===== config.mk =====
export PLATFORM = sky130hd
export DESIGN_NAME = tcp_regs
export DESIGN_NICKNAME = d
export VERILOG_FILES = /design/src/sv/tcp_pkg.sv /design/src/sv/tcp_regs.sv
export SDC_FILE = /design/constraint.sdc
export NUM_CORES = 1
export LEC_CHECK = 0
export ABC_CLOCK_PERIOD_IN_PS = 1200
export BUFFER_PORTS_ARGS = -buffer_cell sky130_fd_sc_hd__buf_2
export CORE_UTILIZATION = 45
export CTS_CLUSTER_DIAMETER = 30
export DETAILED_ROUTE_END_ITERATION = 6
export HOLD_SLACK_MARGIN = 0.12
export MAX_ROUTING_LAYER = met4
export PLACE_DENSITY_LB_ADDON = 0.08
export SLEW_MARGIN = 40
export SYNTH_ARGS = -nofsm -noshare
export SYNTH_HDL_FRONTEND = slang
export SYNTH_SLANG_ARGS = --single-unit
export TNS_END_PERCENT = 30

===== constraint.sdc =====
create_clock -name clk -period 1.2 [get_ports clk]
set_input_delay 0.06 -clock clk [delete_from_list [all_inputs] [get_ports clk]]
set_output_delay 0.06 -clock clk [all_outputs]
set_load 0.005 [all_outputs]

===== src/sv/tcp_pkg.sv =====
// shared types, constants and lookup functions for task class and core placement
// no dependencies
package tcp_pkg;

  localparam int TASK_ENTRIES = 65536;
  localparam int IDX_W        = $clog2(TASK_ENTRIES);

  localparam int DIVIDEND_W = 17;
  localparam int DIV_CNT_W  = $clog2(DIVIDEND_W + 1);

  localparam logic [7:0]  DEFAULT_CORES = 8'd8;
  localparam logic [9:0]  PERMILLE      = 10'd1000;
  localparam logic [23:0] SLICE_10MS    = 24'd10000000;
  localparam logic [23:0] SLICE_5MS     = 24'd5000000;
  localparam logic [23:0] SLICE_1MS     = 24'd1000000;

  // class codes: bit2 memory, bit1 interactive, bit0 busy
  localparam logic [2:0] CLS_NONE       = 3'd0;
  localparam logic [2:0] CLS_BUSY       = 3'd1;
  localparam logic [2:0] CLS_INTER      = 3'd2;
  localparam logic [2:0] CLS_BUSY_INTER = 3'd3;
  localparam logic [2:0] CLS_MEM        = 3'd4;
  localparam logic [2:0] CLS_MEM_BUSY   = 3'd5;
  localparam logic [2:0] CLS_MEM_INTER  = 3'd6;
  localparam logic [2:0] CLS_ALL        = 3'd7;

  localparam logic [2:0] ELEM_WOOD  = 3'd0;
  localparam logic [2:0] ELEM_FIRE  = 3'd1;
  localparam logic [2:0] ELEM_EARTH = 3'd2;
  localparam logic [2:0] ELEM_METAL = 3'd3;
  localparam logic [2:0] ELEM_WATER = 3'd4;

  typedef enum logic [2:0] {
    REG_CORE_COUNT  = 3'd0,
    REG_FAST_COUNT  = 3'd1,
    REG_BUSY_PERMIL = 3'd2,
    REG_SWITCH_LIM  = 3'd3,
    REG_MEMORY_LIM  = 3'd4,
    REG_HOT_AGE     = 3'd5,
    REG_COLD_AGE    = 3'd6,
    REG_FLIP_AGE    = 3'd7
  } reg_idx_t;

  typedef struct packed {
    logic [15:0]        task_id;
    logic [63:0]        now_ns;
    logic [63:0]        runtime_ns;
    logic [31:0]        switch_count;
    logic               has_memory;
    logic signed [31:0] resident_pages;
    logic [7:0]         current_core;
  } in_t;

  typedef struct packed {
    logic [2:0]  class_code;
    logic [2:0]  element_code;
    logic [7:0]  target_core;
    logic [3:0]  queue_id;
    logic [23:0] slice_ns;
  } out_t;

  typedef struct packed {
    logic [7:0]  core_count;
    logic [7:0]  fast_core_count;
    logic [9:0]  busy_permille;
    logic [15:0] switch_limit;
    logic [30:0] memory_limit;
    logic [39:0] hot_age_ns;
    logic [39:0] cold_age_ns;
    logic [39:0] flip_age_ns;
  } cfg_t;

  // one table entry; it holds a single stamp
  typedef struct packed {
    logic [63:0] stamp;
    logic [63:0] runtime;
    logic [31:0] switches;
  } ent_t;

  typedef struct packed {
    logic             rd;
    logic             wr;
    logic [IDX_W-1:0] addr;
    ent_t             wdata;
  } tbl_req_t;

  function automatic logic [2:0] element_of(input logic [2:0] cls);
    logic [2:0] e;
    case (cls)
      CLS_NONE:       e = ELEM_EARTH;
      CLS_BUSY:       e = ELEM_WOOD;
      CLS_INTER:      e = ELEM_WATER;
      CLS_BUSY_INTER: e = ELEM_METAL;
      CLS_MEM:        e = ELEM_EARTH;
      CLS_MEM_BUSY:   e = ELEM_FIRE;
      CLS_MEM_INTER:  e = ELEM_WOOD;
      default:        e = ELEM_METAL;
    endcase
    return e;
  endfunction

  function automatic logic [23:0] slice_of(input logic [2:0] cls);
    logic [23:0] s;
    case (cls)
      CLS_ALL, CLS_MEM_BUSY: s = SLICE_10MS;
      CLS_NONE, CLS_INTER:   s = SLICE_1MS;
      default:               s = SLICE_5MS;
    endcase
    return s;
  endfunction

endpackage


===== src/sv/tcp_regs.sv =====
// configuration register file behind the apb-style port
// depends on tcp_pkg
module tcp_regs (
  input  logic               clk,
  input  logic               rst_n,
  input  logic               psel,
  input  logic               penable,
  input  logic               pwrite,
  input  logic [5:0]         paddr,
  input  logic [63:0]        pwdata,
  output logic [63:0]        prdata,
  output tcp_pkg::cfg_t      cfg
);
  import tcp_pkg::*;

  cfg_t     cfg_r;
  reg_idx_t idx;
  logic     wr_en;

  assign idx   = reg_idx_t'(paddr[5:3]);
  assign wr_en = psel && penable && pwrite;
  assign cfg   = cfg_r;

  always_ff @(posedge clk) begin
    if (!rst_n) begin
      cfg_r.core_count      <= 8'd8;
      cfg_r.fast_core_count <= 8'd4;
      cfg_r.busy_permille   <= 10'd500;
      cfg_r.switch_limit    <= 16'd50;
      cfg_r.memory_limit    <= 31'd25600;
      cfg_r.hot_age_ns      <= 40'd50000000;
      cfg_r.cold_age_ns     <= 40'd100000000;
      cfg_r.flip_age_ns     <= 40'd10000000;
    end else if (wr_en) begin
      case (idx)
        REG_CORE_COUNT:  cfg_r.core_count      <= pwdata[7:0];
        REG_FAST_COUNT:  cfg_r.fast_core_count <= pwdata[7:0];
        REG_BUSY_PERMIL: cfg_r.busy_permille   <= pwdata[9:0];
        REG_SWITCH_LIM:  cfg_r.switch_limit    <= pwdata[15:0];
        REG_MEMORY_LIM:  cfg_r.memory_limit    <= pwdata[30:0];
        REG_HOT_AGE:     cfg_r.hot_age_ns      <= pwdata[39:0];
        REG_COLD_AGE:    cfg_r.cold_age_ns     <= pwdata[39:0];
        REG_FLIP_AGE:    cfg_r.flip_age_ns     <= pwdata[39:0];
        default:         cfg_r.core_count      <= cfg_r.core_count;
      endcase
    end
  end

  always_comb begin
    case (idx)
      REG_CORE_COUNT:  prdata = {56'd0, cfg_r.core_count};
      REG_FAST_COUNT:  prdata = {56'd0, cfg_r.fast_core_count};
      REG_BUSY_PERMIL: prdata = {54'd0, cfg_r.busy_permille};
      REG_SWITCH_LIM:  prdata = {48'd0, cfg_r.switch_limit};
      REG_MEMORY_LIM:  prdata = {33'd0, cfg_r.memory_limit};
      REG_HOT_AGE:     prdata = {24'd0, cfg_r.hot_age_ns};
      REG_COLD_AGE:    prdata = {24'd0, cfg_r.cold_age_ns};
      REG_FLIP_AGE:    prdata = {24'd0, cfg_r.flip_age_ns};
      default:         prdata = '0;
    endcase
  end

endmodule


---- Word-level counts from Yosys, hierarchy flattened ----
Index checks and enable logic that the tools add are counted.
storage, ports and cells
  register bits ........................... 193
  input bits .............................. 75
  output and inout port bits .............. 257
  logic and storage cells ................. 27
cells by class
  equal/unequal tests ..................... 7
  muxes and demuxes ....................... 1
  reductions and logical operators ........ 11
operators by type and width
  cell                count
  $pmux 64 s8         1
  $reduce_and 2->1    8
  $eq 3x3->1 const B  4
  $eq 3x2->1 const B  2
  $eq 3x1->1 const B  1
  $logic_not 3->1     1
  $logic_and 1x1->1   2

---- Depth between registers and ports, before layout ----
  depth after elaboration ................. 3
  mapped depth ............................ 7
  gate-level depth less buffers ........... 4

---- Worst setup path before layout ----
OpenSTA, ideal clock, no wires.
  kind .................................... input to register
  start point ............................. input port paddr[5]
  end point ............................... register cfg_r, in the netlist cfg[152]
  setup time .............................. 0.137 ns
  arrival time ............................ 1.156 ns
  data required time ...................... 1.063 ns
  setup slack ............................. -0.093 ns
  stages .................................. 7
  path buffers ............................ 3
  path through ............................ buf_2 > nand2b_1 > or2_2 > buf_2 > buf_2 > nand2_1 > nand3_1
between the ends
  word-level cells in the longest chain between the ends .. 2
ends and longest elaborated chain
  item                        RTL line        source
  start, declared             tcp_regs.sv:9   input logic [5:0] paddr,
  $eq 3x2->1                  tcp_regs.sv:35  case (idx)
  $reduce_and 2->1 (no line)  --
  end, declared               tcp_regs.sv:16  cfg_t cfg_r;
Every way passes these cells.
A chain may end at the register's enable or synchronous reset.

---- Final worst setup path ----
  start point ............................. register cfg_r, in the netlist cfg[87]
  end point ............................... output port prdata[7]
between the ends
  word-level cells in the longest chain between the ends .. 1
ends and longest elaborated chain
  item           RTL line        source
  $pmux 64 s8    tcp_regs.sv:50  case (idx)
  end, declared  tcp_regs.sv:11  output logic [63:0] prdata,
Every way passes these cells. The select of a mux whose other input is x is not followed.

==> impl_results.md <==
- Run status: complete, but fails checks
- Violated checks: negative setup slack
- Layout overhead on the synthesized area: 42.67%
- Leakage power summed over all cells: 5.653 nW
- Commonest cells post-synth: sky130_fd_sc_hd__nand2_1, sky130_fd_sc_hd__dfxtp_1, sky130_fd_sc_hd__a21boi_0
- Height of the die: 142.1 microns
- Root buffer selected by CTS: sky130_fd_sc_hd__clkbuf_16
- PD cells: 1065 nW/um^2
- Post-detailed-routing wire length: 29940 microns
- Pins over their slew limit: 0
- Number of flops mapped to enable cells by yosys: 0
- Final total power: 13.42 mW
- Number of cell rows: 50
- Fraction of final layout cells with drive strength greater than 1: 40.75%
- Number of standard cells after synthesis: 1047
- Peak clock frequency supported by timing: 591.1 MHz
- Critical path peak fanout: 2
- Gr ovfl total: 0
- Cell accounting for the most synthesized area: sky130_fd_sc_hd__dfxtp_1
- Register bit count reported by yosys: 193
- Slew headroom: 58.12%
- Number of CTS-inserted buffers: 17
- Setup Viol. Count Final: 40
- Wire length per cell: 17.63 microns
- Clock transition time at the flip-flop clock pins of the worst setup and hold paths: 70 ps
- Async S/R FF share, synth: 0%
- Syn Std Cell Area: 8837 sq um
- Signal arrival time at the worst endpoint: 1630 ps
- Final Hold Fails: 0
- IO Port Bufs: 280
- Number of H-tree levels: 4
- Pin count of the biggest net entering global routing: 57
- Worst Max-Slew Pin Slew: 627.5 ps
- Number of placed I/O pins: 332
- Sum Neg Setup Slack: -13180 ps
- Crit path time final: 1692 ps
- Critical Setup Path Class: reg -> out
- Number of nets in the layout: 1502
- Clock latency on the worst-skew pair: 420 ps
- Detailed Place HPWL: 20490 microns
- Core Box Area: 18960 sq um
- Period utilization: 141.0%
- Post-detailed-route DRC marker count: 0
- RSZ-0062 raised after global routing: yes
- Placer Congestion: 0.8411
- Maximum clock path buffer count: 2
- Count of antenna diodes in the layout: 0
- Chip Width: 142.1 microns
- Max-capacitance violation count: 0
- Final setup slack of the worst path: -491.8 ps
- Clk sinks: 193
- Total track usage: 30.39%
- Area enclosed by the die boundary: 20200 sq um
- Number of warning messages in the yosys log: 0
- Distinct cell type count of the synthesized netlist: 32
- Critical path startpoint category: flip-flop
- Dominant cell by count in the synthesized netlist: sky130_fd_sc_hd__nand2_1
- Global-route wire length before repair: 45530 microns
- Number of antenna violations at the first check in global routing: 0
- Average cell area after synthesis: 8.441 sq um
- Setup Slack @ Placement: -309.4 ps
- Worst clock skew on the final layout: 0 ps
- Via count of the first global-routing pass: 8139
- Average via count per standard cell: 5.134
- Ranking of synthesized cells by area: sky130_fd_sc_hd__dfxtp_1, sky130_fd_sc_hd__nand2_1, sky130_fd_sc_hd__a21boi_0, sky130_fd_sc_hd__mux4_2, sky130_fd_sc_hd__a21boi_1
- Portion of the post-synthesis area used by sequential elements: 43.72%
- Iteration-0 DRC Markers: 456
- Via Count: 8717
- Worst hold path class: in -> reg
- Remaining number of nets flagged by the antenna check after routing: 0
- Flip-flop count of the largest register, all copies and words added: 193
- Peak supply drop: 952.0 uV
- Kind of end point of the critical path: output port
- Post-Route Hold Slack: 250.2 ps
- Worst path required time: 1140 ps
- First-pass iteration count of the detailed router: 5
- Yosys top cell area share: 43.72%
- Dominant synthesized flop cell: sky130_fd_sc_hd__dfxtp_1
- Starting density of the core: 46.62%
- Clock tree from TritonCTS: yes
## worst max-delay path: stages, from the launching register on
cell and delay [ps]:
sky130_fd_sc_hd__dfxtp_2 320, sky130_fd_sc_hd__mux2_4 290, sky130_fd_sc_hd__a22o_1 190, sky130_fd_sc_hd__a221oi_2 230, sky130_fd_sc_hd__nor2_1 60, sky130_fd_sc_hd__buf_2 120
## report_power, final
group,internal [mW],switching (mW),leakage (nW)
clock,3.07,2.50,0.266
combinational,0.658,0.690,3.81
sequential,6.46,0.0400,1.57
total,10.2,3.23,5.65
## cells in the final DEF, fill, tap and decap left out, types with 4 or more instances in the layout
cell and n:
sky130_fd_sc_hd__and2_1 8, sky130_fd_sc_hd__a22o_1 10, sky130_fd_sc_hd__dfxtp_1 135, sky130_fd_sc_hd__o211ai_1 5, sky130_fd_sc_hd__dfxtp_2 58, sky130_fd_sc_hd__a221oi_1 6, sky130_fd_sc_hd__mux4_2 22, sky130_fd_sc_hd__buf_4 116
sky130_fd_sc_hd__a22oi_2 9, sky130_fd_sc_hd__nor2_4 4, sky130_fd_sc_hd__or2_2 4, sky130_fd_sc_hd__buf_6 8, sky130_fd_sc_hd__and2_4 8, sky130_fd_sc_hd__mux2_2 13, sky130_fd_sc_hd__nor2_1 16, sky130_fd_sc_hd__a21boi_0 91
sky130_fd_sc_hd__buf_12 19, sky130_fd_sc_hd__buf_2 270, sky130_fd_sc_hd__mux2_4 5, sky130_fd_sc_hd__nand2_1 363, sky130_fd_sc_hd__clkbuf_16 17, sky130_fd_sc_hd__conb_1 24, sky130_fd_sc_hd__nor2b_1 25, sky130_fd_sc_hd__dlygate4sd3_1 41
sky130_fd_sc_hd__a221oi_2 10, sky130_fd_sc_hd__nand3_1 39, sky130_fd_sc_hd__mux2i_1 26, sky130_fd_sc_hd__o21ai_1 4, sky130_fd_sc_hd__a21boi_1 42, sky130_fd_sc_hd__inv_1 9
## final timing paths
path | startpoint | end | slack, ps | depth (start not counted)
min reg2reg | cfg[39] | cfg[39] | 460 | 2
min | paddr[5] | cfg[170] | 250 | 5
max reg2reg | cfg[25] | cfg[25] | 370 | 3
max | cfg[87] | prdata[7] | -490 | 5
## kinds of logic after synthesis
family                 after synthesis  synth area share (%)
AND/OR/NAND/NOR                    481                 22.94
other                                1               0.04243
flip-flops                         193                 43.72
buffers and inverters              125                 6.923
multiplexers                        66                 10.85
AO/OA/AOI/OAI                      181                 15.53
## what timing repair did
item / 4_1_cts / 5_1_grt
resized for setup: 72 / 39
endpoints found under the hold margin: 193 / 0
endpoints found under the setup margin: 40 / 40
pin swaps: 23 / 0
setup buffers: 3 / 4
hold buffers: 41 / 0
## cell type report
cell class	count	area, sq um
fill	1606	6347
inverter	9	33.78
clock inverter	11	131.4
clock buffer	19	432.9
multi-input combinational	752	4646
sequential	193	3936
timing repair buffer	454	3103
tap	260	325.3
## metrics by stage
stage               utilization (%)  cells  instance area, sq um
floorplan                         -   1070                  8957
global placement              59.58   1620                 11290
detailed placement            59.58   1620                 11290
CTS                           65.61   1694                 12440
global route                  66.51   1698                 12610
finish                        66.51   1698                 12610
## routing by layer
metal | vias to the layer above | global-route usage (%) | routed length (microns)
met2 | 345 | 49.48 | 14400
met3 | 40 | 4.441 | 1854
met5 | - | - | 0
met4 | 0 | 10.64 | 727
li1 | 4191 | - | -
met1 | 4141 | 38.45 | 12960
Power figures use the tool's default switching activity.
