**src/sv/tcp_pkg.sv**
```systemverilog
// shared types, constants and lookup functions for task class and core placement
// no dependencies
package tcp_pkg;

  localparam int TASK_ENTRIES = 65536;
  localparam int IDX_W        = $clog2(TASK_ENTRIES);

  localparam int DIVIDEND_W = 17;
  localparam int DIV_CNT_W  = $clog2(DIVIDEND_W + 1);

  localparam logic [7:0]  DEFAULT_CORES = 8'd8;
  localparam logic [9:0]  PERMILLE      = 10'd1000;
  localparam logic [23:0] SLICE_10MS    = 24'd10000000;
  localparam logic [23:0] SLICE_5MS     = 24'd5000000;
  localparam logic [23:0] SLICE_1MS     = 24'd1000000;

  // class codes: bit2 memory, bit1 interactive, bit0 busy
  localparam logic [2:0] CLS_NONE       = 3'd0;
  localparam logic [2:0] CLS_BUSY       = 3'd1;
  localparam logic [2:0] CLS_INTER      = 3'd2;
  localparam logic [2:0] CLS_BUSY_INTER = 3'd3;
  localparam logic [2:0] CLS_MEM        = 3'd4;
  localparam logic [2:0] CLS_MEM_BUSY   = 3'd5;
  localparam logic [2:0] CLS_MEM_INTER  = 3'd6;
  localparam logic [2:0] CLS_ALL        = 3'd7;

  localparam logic [2:0] ELEM_WOOD  = 3'd0;
  localparam logic [2:0] ELEM_FIRE  = 3'd1;
  localparam logic [2:0] ELEM_EARTH = 3'd2;
  localparam logic [2:0] ELEM_METAL = 3'd3;
  localparam logic [2:0] ELEM_WATER = 3'd4;

  typedef enum logic [2:0] {
    REG_CORE_COUNT  = 3'd0,
    REG_FAST_COUNT  = 3'd1,
    REG_BUSY_PERMIL = 3'd2,
    REG_SWITCH_LIM  = 3'd3,
    REG_MEMORY_LIM  = 3'd4,
    REG_HOT_AGE     = 3'd5,
    REG_COLD_AGE    = 3'd6,
    REG_FLIP_AGE    = 3'd7
  } reg_idx_t;

  typedef struct packed {
    logic [15:0]        task_id;
    logic [63:0]        now_ns;
    logic [63:0]        runtime_ns;
    logic [31:0]        switch_count;
    logic               has_memory;
    logic signed [31:0] resident_pages;
    logic [7:0]         current_core;
  } in_t;

  typedef struct packed {
    logic [2:0]  class_code;
    logic [2:0]  element_code;
    logic [7:0]  target_core;
    logic [3:0]  queue_id;
    logic [23:0] slice_ns;
  } out_t;

  typedef struct packed {
    logic [7:0]  core_count;
    logic [7:0]  fast_core_count;
    logic [9:0]  busy_permille;
    logic [15:0] switch_limit;
    logic [30:0] memory_limit;
    logic [39:0] hot_age_ns;
    logic [39:0] cold_age_ns;
    logic [39:0] flip_age_ns;
  } cfg_t;

  // one table entry; it holds a single stamp
  typedef struct packed {
    logic [63:0] stamp;
    logic [63:0] runtime;
    logic [31:0] switches;
  } ent_t;

  typedef struct packed {
    logic             rd;
    logic             wr;
    logic [IDX_W-1:0] addr;
    ent_t             wdata;
  } tbl_req_t;

  function automatic logic [2:0] element_of(input logic [2:0] cls);
    logic [2:0] e;
    case (cls)
      CLS_NONE:       e = ELEM_EARTH;
      CLS_BUSY:       e = ELEM_WOOD;
      CLS_INTER:      e = ELEM_WATER;
      CLS_BUSY_INTER: e = ELEM_METAL;
      CLS_MEM:        e = ELEM_EARTH;
      CLS_MEM_BUSY:   e = ELEM_FIRE;
      CLS_MEM_INTER:  e = ELEM_WOOD;
      default:        e = ELEM_METAL;
    endcase
    return e;
  endfunction

  function automatic logic [23:0] slice_of(input logic [2:0] cls);
    logic [23:0] s;
    case (cls)
      CLS_ALL, CLS_MEM_BUSY: s = SLICE_10MS;
      CLS_NONE, CLS_INTER:   s = SLICE_1MS;
      default:               s = SLICE_5MS;
    endcase
    return s;
  endfunction

endpackage

```
**src/sv/tcp_div.sv**
```systemverilog
// iterative remainder unit, one dividend bit per cycle
// depends on tcp_pkg
module tcp_div (
  input  logic                           clk,
  input  logic                           rst_n,
  input  logic                           start,
  input  logic [tcp_pkg::DIVIDEND_W-1:0] dividend,
  input  logic [7:0]                     divisor,
  output logic                           done,
  output logic [7:0]                     remainder
);
  import tcp_pkg::*;

  logic [DIVIDEND_W-1:0] dvd_r;
  logic [7:0]            dvs_r;
  logic [7:0]            rem_r;
  logic [DIV_CNT_W-1:0]  cnt_r;
  logic                  run_r;
  logic                  done_r;
  logic [8:0]            trial;
  logic [8:0]            diff;

  assign trial     = {rem_r, dvd_r[DIVIDEND_W-1]};
  assign diff      = trial - {1'b0, dvs_r};
  assign done      = done_r;
  assign remainder = rem_r;

  always_ff @(posedge clk) begin
    if (!rst_n) begin
      run_r  <= 1'b0;
      done_r <= 1'b0;
      cnt_r  <= '0;
    end else begin
      done_r <= 1'b0;
      if (start) begin
        run_r <= 1'b1;
        cnt_r <= DIV_CNT_W'(DIVIDEND_W);
      end else if (run_r) begin
        cnt_r <= cnt_r - 1'b1;
        if (cnt_r == DIV_CNT_W'(1)) begin
          run_r  <= 1'b0;
          done_r <= 1'b1;
        end
      end
    end
  end

  always_ff @(posedge clk) begin
    if (start) begin
      dvd_r <= dividend;
      dvs_r <= divisor;
      rem_r <= '0;
    end else if (run_r) begin
      dvd_r <= {dvd_r[DIVIDEND_W-2:0], 1'b0};
      // remainder stays below the divisor, so the low 8 bits hold it
      rem_r <= (trial >= {1'b0, dvs_r}) ? diff[7:0] : trial[7:0];
    end
  end

endmodule

```
**config.mk**
```make
export PLATFORM = sky130hd
export DESIGN_NAME = tcp_div
export DESIGN_NICKNAME = d
export VERILOG_FILES = /design/src/sv/tcp_pkg.sv /design/src/sv/tcp_div.sv
export SDC_FILE = /design/constraint.sdc
export NUM_CORES = 1
export LEC_CHECK = 0
export BUFFER_PORTS_ARGS = -buffer_cell sky130_fd_sc_hd__buf_2
export CAP_MARGIN = 20
export CORE_MARGIN = 3
export CORE_UTILIZATION = 30
export DETAILED_ROUTE_END_ITERATION = 8
export GPL_TIMING_DRIVEN = 0
export PLACE_DENSITY = 0.46
export SYNTH_ARGS = -nofsm -noshare
export SYNTH_HDL_FRONTEND = slang
export SYNTH_SLANG_ARGS = --single-unit
```
**constraint.sdc**
```tcl
create_clock -name clk -period 3.2 [get_ports clk]
set_input_delay 0.64 -clock clk [delete_from_list [all_inputs] [get_ports clk]]
set_output_delay 0.64 -clock clk [all_outputs]
set_load 0.05 [all_outputs]
```
After elaboration in Yosys (flattened, before gate mapping) --
Cells that the tools add are included. Widths: inputs -> output; s select.
Operators by class: equality and inequality tests 1, add/subtract/negate cells 2, bitwise operators 2, reductions and logical operators 3, order comparisons 1, mux-type cells 9
Operator list (count):
- $mux 17 | 2
- $mux 5 | 2
- $ge 9x8->1 | 1
- $mux 8 | 1
- $sub 8x8->8 | 1
- $eq 5x1->1 const B | 1
- $sub 5x1->5 const B | 1
- $mux 1 | 4
- $reduce_or 3->1 | 1
- $not 1->1 | 2
- $reduce_bool 2->1 | 1
- $reduce_or 2->1 | 1
Word-level totals: register bits after elaboration 40

Logic depth before layout (Yosys ltp) --
Gate-level depths: netlist of the first run.
depth after elaboration 4, depth in mapped cells 8

Worst setup path before layout of the first run --
No wires, ideal clock.
path kind reg-to-reg, from reg rem_r[0] (netlist: remainder[0]), to reg rem_r[6] (netlist: remainder[6]), path slack 1171 ps, data arrival time 1912 ps, stages on the path, launching flop included 8, buffers on the path 0, path through dfxtp_1 -> inv_1 -> fa_1 -> nand2b_1 -> a21oi_1 -> mux2i_1 -> a211o_1 -> nand2_1
Between the ends: word-level cells in the longest chain between the ends 2, elaborated cells between the ends (all ways) 3, those cells by class add/sub (1); order compare (1); mux (1)
Ends and longest elaborated chain:
- from (decl) | line tcp_div.sv:16 | logic [7:0] rem_r;
- from (signal assigned) | line tcp_div.sv:56 | rem_r <= (trial >= {1'b0, dvs_r}) ? diff[7:0] : trial[7:0];
- $sub 8x8->8 / $ge 9x8->1 (equally long branches) | line tcp_div.sv:24, tcp_div.sv:56
- $mux 8 (*) | line tcp_div.sv:56
Every way passes the cells marked *; elsewhere a longest branch is shown, timed or not. A chain may end at the register's enable or synchronous reset.

Worst setup path in the final report of the first run --
from in start, to reg dvd_r[6] (enable)
Between the ends: word-level cells in the longest chain between the ends 1
Ends and longest elaborated chain:
- from (decl) | line tcp_div.sv:6 | input logic start,
- $reduce_bool 2->1 (no line)
- to (signal assigned) | line tcp_div.sv:50 | dvd_r <= dividend;
- to (signal assigned) | line tcp_div.sv:54 | dvd_r <= {dvd_r[DIVIDEND_W-2:0], 1'b0};
- to (decl) | line tcp_div.sv:14 | logic [DIVIDEND_W-1:0] dvd_r;
No other way between the ends.

==> results of run 1 <==
-- logic make-up after synthesis --
| family | after synthesis |
|---|---|
| mux | 21 |
| fa+ha+maj | 11 |
| buf+inv | 21 |
| compound gates | 30 |
| flops | 40 |
| simple gates | 43 |
| xor+xnor | 8 |
-- area by class of cell --
class / instances / share of cell area [%]
flip-flops and latches: 40 / 43.2
multi-input cells: 113 / 37.9
repair buffers: 36 / 7.41
well taps: 77 / 3.96
clock buffers: 7 / 3.55
inverters: 16 / 2.47
plain buffers: 5 / 1.24
clock inverters: 1 / 0.257
-- synthesized netlist by cell type (all sizes together), types with 4 or more instances --
master  count  share of area (%)
buf         4                1.3
mux2       17                9.3
mux2i       4                1.9
xnor2       4                1.7
dfxtp      15                 15
a21oi       8                3.8
inv        16                2.9
nand3       4               0.97
ha         10                6.1
nor3        4               0.97
xor2        4                1.7
edfxtp     25                 36
nand2      10                1.9
o21ai       6                1.6
nor2       12                2.2
-- stage by stage --
stage                     hold WS, ns  cells  power [mW]
after floorplan                 0.468    174       0.776
after global placement          0.491    287       0.835
after detailed placement        0.489    287       0.834
after CTS                       0.502    295        1.20
after global routing            0.503    295        1.25
final                           0.502    295        1.17
-- power by group --
group / leakage (nW) / internal, mW / switching [mW] / total (mW)
registers: 0.372 / 0.595 / 0.0186 / 0.614
clock network: 0.0488 / 0.176 / 0.179 / 0.355
logic: 0.599 / 0.0920 / 0.114 / 0.206
total: 1.02 / 0.863 / 0.311 / 1.17
-- how the worst min path moves through the flow --
| stage | startpoint | to | slack [ns] | depth (start not counted) |
|---|---|---|---|---|
| floorplan | cnt_r[1] | cnt_r[1] | 0.47 | 2 |
| global placement | cnt_r[1] | cnt_r[1] | 0.49 | 2 |
| detailed placement | cnt_r[1] | cnt_r[1] | 0.49 | 2 |
| CTS | cnt_r[1] | cnt_r[1] | 0.50 | 2 |
| global route | divisor[3] | dvs_r[3] | 0.50 | 1 |
| finish | cnt_r[1] | cnt_r[1] | 0.50 | 2 |
-- routing by layer --
metal | wire length, µm | GRT usage [%] | part of all wire [%] | up-vias
met5 | 0 | 0 | 0 | -
met4 | 73 | 4.53 | 1.8 | 0
met3 | 242 | 3.50 | 6.1 | 6
met2 | 1680 | 15.9 | 42 | 33
met1 | 1960 | 15.8 | 50 | 618
li1 | - | - | - | 708
-- registers in the layout, summed over array words and instances (netlist names) --
signal     cells
dvd_r         17
dvs_r          8
remainder      8
cnt_r          5
done           1
run_r          1
-- worst min-delay path: stages (launching register included) --
cell and delay [ns]:
dfxtp_1 0.33, nor2_1 0.08, a211oi_1 0.05
==> impl_metrics.sql, run 1 <==
INSERT INTO impl_metrics (metric_group, metric, value, unit) VALUES
('drt', 'via_count', '1365', ''),
('critical_path', 'critPathCapture', 'dvd_r[6]', ''),
('cts', 'clkLatencyLatePin', '0.29', 'ns'),
('synth', 'syn_inst', '174', ''),
('power', 'power_density', '483', 'nW/µm²'),
('drt', 'post_drt_via_cell_ratio', '4.63', ''),
('global_route', 'grt_pass1_wl', '6680', 'µm'),
('critical_path', 'r2r-start', 'dvd_r[16]', ''),
('synth', 'synth.avg_cell_area', '11.9', 'µm²'),
('cts', 'clkTransAtPathRegs', '0.08', 'ns'),
('cts', 'post_cts_setup_buffer_count', '0', ''),
('cts', 'clock_tree_from_tritoncts', 'yes', ''),
('power', 'total_leakage_power', '1.02', 'nW'),
('floorplan', 'coreArea', '6490', 'µm²'),
('drt', 'route.final.wire_length', '3950', 'µm'),
('cts', 'htree_levels', '2', ''),
('floorplan', 'initial_core_util', '31.7', '%'),
('finish', 'fin_nets', '256', ''),
('critical_path', 'critical_path_depth', '4', ''),
('sta', 'post-route-min-period', '1.97', 'ns'),
('finish', 'final_cell_mix', '39 x buf_2, 25 x edfxtp_1, 16 x inv_1, 16 x mux2_2, 15 x dfxtp_1', ''),
('critical_path', 'timing.critical_path.slowest_stage_cell', 'inv_1', ''),
('place', 'place_congestion', '0.692', ''),
('floorplan', 'die_h', '88.9', 'µm'),
('global_route', 'vias_in_the_first_global_route', '1336', ''),
('drt', 'remaining_drc_errors', '0', ''),
('synth', 'netlist_area', '2060', 'µm²'),
('hold_path', 'hold_path_class', 'register to register', ''),
('floorplan', 'design.portCount', '37', ''),
('finish', 'final_common_cell', 'buf_2', ''),
('critical_path', 'cp_max_fanout', '17', ''),
('sta', 'rsz0062_at_grt', 'no', ''),
('synth', 'synth.mux.area_fraction', '11.2', '%'),
('place', 'detailed_place_hpwl', '2990', 'µm'),
('global_route', 'grt_start_max_net_pins', '18', ''),
('cts', 'holdBufCountCts', '0', ''),
('critical_path', 'critical_path_required', '3.13', 'ns'),
('cts', 'cts_repair_resize_count', '0', ''),
('sta', 'relSlewSlack', '54.9', '%'),
('synth', 'postSynthNetCount', '213', ''),
('drt', 'drt-wirelength-per-cell', '13.4', 'µm'),
('drt', 'drtAntennaViolNets', '0', ''),
('cts', 'cts_buffers', '5', ''),
('sta', 'least_setup_slack_across_all_paths_after_layout', '1.23', 'ns'),
('critical_path', 'reg2regPathDepth', '8', ''),
('power', 'max-vdd-ir-drop', '0.225', 'mV'),
('sta', 'timing.fmax', '508', 'MHz'),
('finish', 'final_layout_size_suffix_gt1_share', '34.9', '%'),
('synth', 'main_combinational_cell_family_by_area_after_synthesis', 'compound AO/OA/AOI/OAI gates', ''),
('sta', 'maxSlewViolCount', '0', ''),
('cts', 'ctsLongestPathBuffers', '2', ''),
('synth', 'synth_async_sr_flop_share', '0', '%'),
('sta', 'setup_violations', '0', ''),
('synth', 'synth_enable_flop_cells', '25', ''),
('synth', 'synth-seq-cells', '40', ''),
('drt', 'drtPass1Iterations', '4', ''),
('finish', 'multi_input_area', '921', 'µm²'),
('critical_path', 'arrival', '1.90', 'ns'),
('sta', 'final-hold-violation-count', '0', ''),
('sta', 'clock-skew-final', '0.00929', 'ns'),
('cts', 'cts_sinks', '40', ''),
('global_route', 'grt_overflow_total', '0', ''),
('critical_path', 'ff_to_ff_setup_slack', '1.29', 'ns'),
('global_route', 'track_usage', '11.2', '%'),
('finish', 'fillerInstances', '667', ''),
('outcome', 'outcome', 'completed', ''),
('place', 'number_of_port_buffers', '36', ''),
('run', 'cap_violations', '0', ''),
('floorplan', 'std_cell_rows', '29', ''),
('place', 'detailed_place.area', '2340', 'µm²'),
('synth', 'synth-xor-area-share', '3.40', '%');
Power figures use the tool's default switching activity.
==> run 2: changes to the inputs <==
- clock period: 3.2 -> 1.9 ns (I/O delays scaled with it)
==> impl_metrics.sql, run 2 (synthesis results as in run 1) <==
INSERT INTO impl_metrics (metric_group, metric, value, unit) VALUES
('sta', 'timing.fmax', '557', 'MHz'),
('sta', 'rsz0062_at_grt', 'yes', ''),
('finish', 'fillerInstances', '640', ''),
('cts', 'clock_tree_from_tritoncts', 'yes', ''),
('sta', 'final-hold-violation-count', '0', ''),
('cts', 'clkTransAtPathRegs', '0.07', 'ns'),
('floorplan', 'die_w', '88.9', 'µm'),
('global_route', 'grt_pass1_wl', '6630', 'µm'),
('cts', 'cts_sinks', '40', ''),
('hold_path', 'hold_path_class', 'primary input to register', ''),
('sta', 'post-route-min-period', '1.80', 'ns'),
('critical_path', 'arrival', '1.97', 'ns'),
('drt', 'route.final.wire_length', '4180', 'µm'),
('cts', 'ctsLongestPathBuffers', '2', ''),
('sta', 'clock-skew-final', '0.00314', 'ns'),
('floorplan', 'initial_core_util', '31.7', '%'),
('finish', 'largest-register', 'dvd_r', ''),
('power', 'total_leakage_power', '1.04', 'nW'),
('global_route', 'grt_overflow_total', '0', ''),
('outcome', 'outcome', 'completed', ''),
('floorplan', 'coreArea', '6490', 'µm²'),
('place', 'detailed_place_hpwl', '3080', 'µm'),
('critical_path', 'critical_path_required', '2.08', 'ns'),
('floorplan', 'die_h', '88.9', 'µm'),
('critical_path', 'cp_max_fanout', '3', ''),
('floorplan', 'dieArea', '7900', 'µm²'),
('drt', 'via_count', '1427', ''),
('finish', 'final_common_cell', 'buf_2', ''),
('cts', 'htree_levels', '2', ''),
('cts', 'clock_tree.root_cell', 'clkbuf_8', ''),
('floorplan', 'design.portCount', '37', ''),
('power', 'power_density', '770', 'nW/µm²'),
('place', 'detailed_place.area', '2350', 'µm²'),
('sta', 'holdWs', '0.271', 'ns'),
('finish', 'largest_register_ffs', '17', ''),
('drt', 'drt-wirelength-per-cell', '13.8', 'µm'),
('floorplan', 'std_cell_rows', '29', ''),
('drt', 'drtPass1Iterations', '4', ''),
('finish', 'fin_nets', '264', ''),
('sta', 'setup_violations', '0', ''),
('sta', 'tightest_slew', '0.670', 'ns'),
('finish', 'multi_input_area', '985', 'µm²'),
('global_route', 'vias_in_the_first_global_route', '1358', ''),
('sta', 'post_route_fraction_of_the_period_consumed_by_the_critical_path', '94.5', '%'),
('global_route', 'track_usage', '11.0', '%'),
('drt', 'remaining_drc_errors', '0', ''),
('critical_path', 'nature_of_the_critical_path_endpoint', 'register', ''),
('finish', 'layout.area.seq', '1060', 'µm²'),
('place', 'number_of_port_buffers', '36', ''),
('drt', 'post_drt_via_cell_ratio', '4.71', ''),
('finish', 'final_design_area_no_fill', '2550', 'µm²'),
('sta', 'maxSlewViolCount', '0', ''),
('run', 'cap_violations', '0', ''),
('sta', 'relSlewSlack', '55.2', '%'),
('finish', 'final_cell_mix', '40 x buf_2, 25 x edfxtp_1, 16 x mux2_2', ''),
('cts', 'cts_buffers', '5', ''),
('global_route', 'grt_antenna_before_repair', '0', ''),
('place', 'place_congestion', '0.707', ''),
('drt', 'detailedRoute.firstIterationViolations', '48', ''),
('finish', 'area.growth.synth_to_final', '23.7', '%'),
('finish', 'final_layout_size_suffix_gt1_share', '43.8', '%'),
('critical_path', 'timing.critical_path.from_type', 'register', ''),
('finish', 'insertedDiodeCount', '0', ''),
('cts', 'clkLatencyLatePin', '0.28', 'ns'),
('global_route', 'grt_start_max_net_pins', '18', ''),
('critical_path', 'path_class', 'register to register', ''),
('drt', 'drtAntennaViolNets', '0', ''),
('power', 'max-vdd-ir-drop', '0.380', 'mV');
-- run 2: changes by cell type in the layout (fill, tap and decap cells not counted), moves of 2 or more --
cell / change
buf_4: +7
dfxtp_1: -6
dfxtp_2: +6
ha_1: -3
a21oi_1: -2
clkbuf_1: +2
ha_4: +2
-- run 2: final timing paths --
kind | slack (ns) | from | cells after the start | end
worst min register to register | 0.48 | remainder[4] | 2 | remainder[4]
worst max register to register | 0.10 | dvd_r[16] | 8 | remainder[6]
worst max-delay path | 0.10 | dvd_r[16] | 8 | remainder[6]
worst min-delay path | 0.27 | divisor[3] | 1 | dvs_r[3]
-- run 2: routing by layer --
layer  global-route usage (%)  up-vias  wire, µm
met5                        0        -         0
met4                     3.71        0        57
met3                     3.96        4       248
met2                     16.3       27      1960
met1                     14.9      672      1910
li1                         -      724         -
-- run 2: worst max-delay path, stage by stage, from the launching register on --
cell and delay [ns]:
edfxtp_1 0.36, inv_1 0.05, ha_1 0.23, fa_2 0.36, nand2b_4 0.16, a21oi_2 0.15
mux2i_1 0.19, a211o_1 0.15, nand2_1 0.04
-- run 2: metrics by stage --
| stage | power [mW] | util [%] | cells | setup TNS (ns) | setup slack [ns] |
|---|---|---|---|---|---|
| global placement | 1.41 | 36.1 | 287 | -3.83 | -0.224 |
| CTS | 1.96 | 37.6 | 296 | 0 | 0.0187 |
| detailed placement | 1.41 | 36.1 | 287 | -4.54 | -0.264 |
| floorplan | 1.31 | - | 174 | 0 | 0.00585 |
| global route | 2.08 | 39.3 | 303 | -0.0136 | -0.0136 |
| finish | 1.97 | 39.3 | 303 | 0 | 0.104 |
-- run 2: what timing repair did --
action                                  CTS  global route
gates cloned                              0             1
endpoints found under the setup margin    4            25
setup buffers                             1             6
pin swaps                                 0             3
hold buffers                              0             0
gates resized for setup                   2            13
-- run 2: power breakdown --
group | switching (mW) | internal, mW | leakage, nW
combinational | 0.211 | 0.185 | 0.628
sequential | 0.0312 | 1.00 | 0.375
clock | 0.274 | 0.261 | 0.0395
total | 0.516 | 1.45 | 1.04
-- run 2: final cells by class --
class | instances | share of cell area [%]
multi-input cells | 113 | 38.6
inverters | 16 | 2.50
plain buffers | 5 | 1.18
clock buffers | 8 | 3.14
well taps | 77 | 3.78
flip-flops and latches | 40 | 41.5
repair buffers | 44 | 9.32
==> run 3: changes to the inputs <==
- BUFFER_PORTS_ARGS: -buffer_cell sky130_fd_sc_hd__buf_2 -> default
- DONT_BUFFER_PORTS: default -> 1
- PLACE_DENSITY: 0.46 -> default
==> impl_metrics.sql, run 3 (synthesis results as in run 1) <==
INSERT INTO impl_metrics (metric_group, metric, value, unit) VALUES
('outcome', 'outcome', 'completed', ''),
('critical_path', 'critical_path.max_stage_delay', '0.41', 'ns'),
('floorplan', 'std_cell_rows', '29', ''),
('power', 'internal_power', '1.54', 'mW'),
('sta', 'maxSlewViolCount', '0', ''),
('power', 'max-vdd-ir-drop', '0.495', 'mV'),
('sta', 'post-route-min-period', '1.80', 'ns'),
('floorplan', 'dieArea', '7900', 'µm²'),
('floorplan', 'die_w', '88.9', 'µm'),
('cts', 'clock_tree_from_tritoncts', 'yes', ''),
('cts', 'htree_levels', '2', ''),
('power', 'power.switching', '0.511', 'mW'),
('global_route', 'grt_util_met1', '13.5', '%'),
('critical_path', 'critical_path.cell_chain', 'inv_1, ha_2, and2b_2, o21ai_2, a21oi_4, buf_6, mux2i_1, o21ai_1', ''),
('floorplan', 'initial_core_util', '31.7', '%'),
('sta', 'relSlewSlack', '58.1', '%'),
('sta', 'setup_violations', '0', ''),
('drt', 'drtPass1Iterations', '4', ''),
('global_route', 'grt_overflow_total', '0', ''),
('critical_path', 'path_class', 'register to register', ''),
('drt', 'post_drt_via_cell_ratio', '4.90', ''),
('floorplan', 'coreArea', '6490', 'µm²'),
('sta', 'post_route_fraction_of_the_period_consumed_by_the_critical_path', '94.9', '%'),
('power', 'p_clk_share', '32.4', '%'),
('global_route', 'globalRouteMet2Util', '15.8', '%'),
('finish', 'largest-register', 'dvd_r', ''),
('global_route', 'grt_start_max_net_pins', '18', ''),
('cts', 'holdBufCountCts', '0', ''),
('drt', 'drt-wirelength-per-cell', '15.3', 'µm'),
('global_route', 'vias_in_the_first_global_route', '1311', ''),
('cts', 'ctsLongestPathBuffers', '2', ''),
('floorplan', 'design.portCount', '37', ''),
('drt', 'drtAntennaViolNets', '0', ''),
('cts', 'cts_sinks', '40', ''),
('power', 'p_comb_share', '16.0', '%'),
('run', 'cap_violations', '0', ''),
('finish', 'fin_nets', '224', ''),
('global_route', 'track_usage', '10.6', '%'),
('cts', 'clkLatencyLatePin', '0.29', 'ns'),
('critical_path', 'cp_max_fanout', '5', ''),
('critical_path', 'cp_top_family', 'flip-flops', ''),
('sta', 'tightest_slew', '0.627', 'ns'),
('global_route', 'grt_antenna_before_repair', '0', ''),
('critical_path', 'timing.critical_path.from_type', 'register', ''),
('finish', 'final_layout_size_suffix_gt1_share', '32.8', '%'),
('power', 'power_density', '851', 'nW/µm²'),
('critical_path', 'critical_path_required', '2.06', 'ns'),
('critical_path', 'cp_num_buf_inv', '2', ''),
('drt', 'via_count', '1290', ''),
('sta', 'clock-skew-final', '0.00936', 'ns'),
('drt', 'detailedRoute.firstIterationViolations', '83', ''),
('power', 'netSwitchingFraction', '24.9', '%'),
('cts', 'cts_buffers', '5', ''),
('floorplan', 'die_h', '88.9', 'µm'),
('drt', 'route.final.wire_length', '4020', 'µm'),
('finish', 'insertedDiodeCount', '0', ''),
('drt', 'remaining_drc_errors', '0', ''),
('global_route', 'grt_pass1_wl', '6370', 'µm'),
('finish', 'area.growth.synth_to_final', '16.9', '%'),
('finish', 'largest_register_ffs', '17', ''),
('critical_path', 'timing.critical_path.slowest_stage_cell', 'edfxtp_1', ''),
('place', 'place_congestion', '0.762', ''),
('global_route', 'grt-busiest-layer', 'met2', ''),
('sta', 'timing.fmax', '555', 'MHz'),
('finish', 'final_cell_mix', '25 x edfxtp_1, 16 x inv_1, 16 x mux2_2', ''),
('place', 'detailed_place_hpwl', '2870', 'µm'),
('finish', 'final_common_cell', 'edfxtp_1', ''),
('cts', 'clkTransAtPathRegs', '0.08', 'ns'),
('sta', 'holdWs', '0.182', 'ns'),
('power', 'post-layout-total-power', '2.05', 'mW'),
('sta', 'final-hold-violation-count', '0', ''),
('hold_path', 'hold_path_class', 'primary input to register', ''),
('power', 'seq_power_share', '51.6', '%'),
('power', 'total_leakage_power', '0.893', 'nW'),
('cts', 'clock_tree.root_cell', 'clkbuf_8', ''),
('critical_path', 'nature_of_the_critical_path_endpoint', 'register', ''),
('critical_path', 'arrival', '1.96', 'ns'),
('global_route', 'grt_util_met3', '5.16', '%'),
('place', 'number_of_port_buffers', '0', '');
-- run 3: cell count changes in the layout (fill, tap and decap cells not counted), sizes merged --
cell and change:
clkinv +2, buf -40, inv +1, clkinvlp -1
bufinv +1, clkbuf -3
-- run 3: per-layer routing --
layer | share of wire, % | up-vias
li1 | - | 650
met5 | 0 | -
met4 | 0.55 | 0
met3 | 7.1 | 2
met2 | 48 | 32
met1 | 45 | 606
-- run 3: path summary, 6_finish.rpt --
check,startpoint,endpoint,slack [ns],depth (start not counted)
hold / removal,divisor[7],dvs_r[7],0.18,0
setup / recovery,dvd_r[16],remainder[4],0.1,8
hold reg to reg,cnt_r[1],cnt_r[1],0.51,2
setup reg to reg,dvd_r[16],remainder[4],0.1,8
-- run 3: cell type report --
| type | instances | area, µm² |
|---|---|---|
| fillers | 620 | 4080 |
| flip-flops and latches | 40 | 1080 |
| multi-input cells | 113 | 1010 |
| well taps | 77 | 96.3 |
| clock buffers | 5 | 68.8 |
| inverters | 16 | 60.1 |
| clock inverters | 3 | 37.5 |
| plain buffers | 5 | 30.0 |
| repair buffers | 4 | 27.5 |
-- run 3: power by group through the flow --
stage	Combinational [mW]	Sequential, mW	Clock, mW
4_1_cts	0.294	1.06	0.692
5_1_grt	0.365	1.07	0.731
3_5_place_dp	0.283	1.08	0
2_1_floorplan	0.238	1.07	0
6_report	0.328	1.06	0.666
3_3_place_gp	0.277	1.08	0
-- run 3: what timing repair did --
action,4_1_cts,5_1_grt
setup endpoints to repair,8,6
cloned,0,1
resized for setup,12,13
pin swaps,0,1
buffers inserted,1,2
-- run 3: through the flow --
| step | worst slack [ns] | utilization (%) | std cells | setup TNS (ns) | cell area [µm²] |
|---|---|---|---|---|---|
| 6_report | 0.0978 | 37.1 | 263 | 0 | 2410 |
| 5_1_grt | -0.0103 | 37.1 | 263 | -0.0103 | 2410 |
| 4_1_cts | -0.0338 | 35.8 | 260 | -0.0378 | 2320 |
| 3_5_place_dp | -0.277 | 33.3 | 251 | -1.79 | 2170 |
| 3_3_place_gp | -0.272 | 33.3 | 251 | -1.83 | 2170 |
| 2_1_floorplan | 0.00585 | - | 174 | 0 | 2070 |
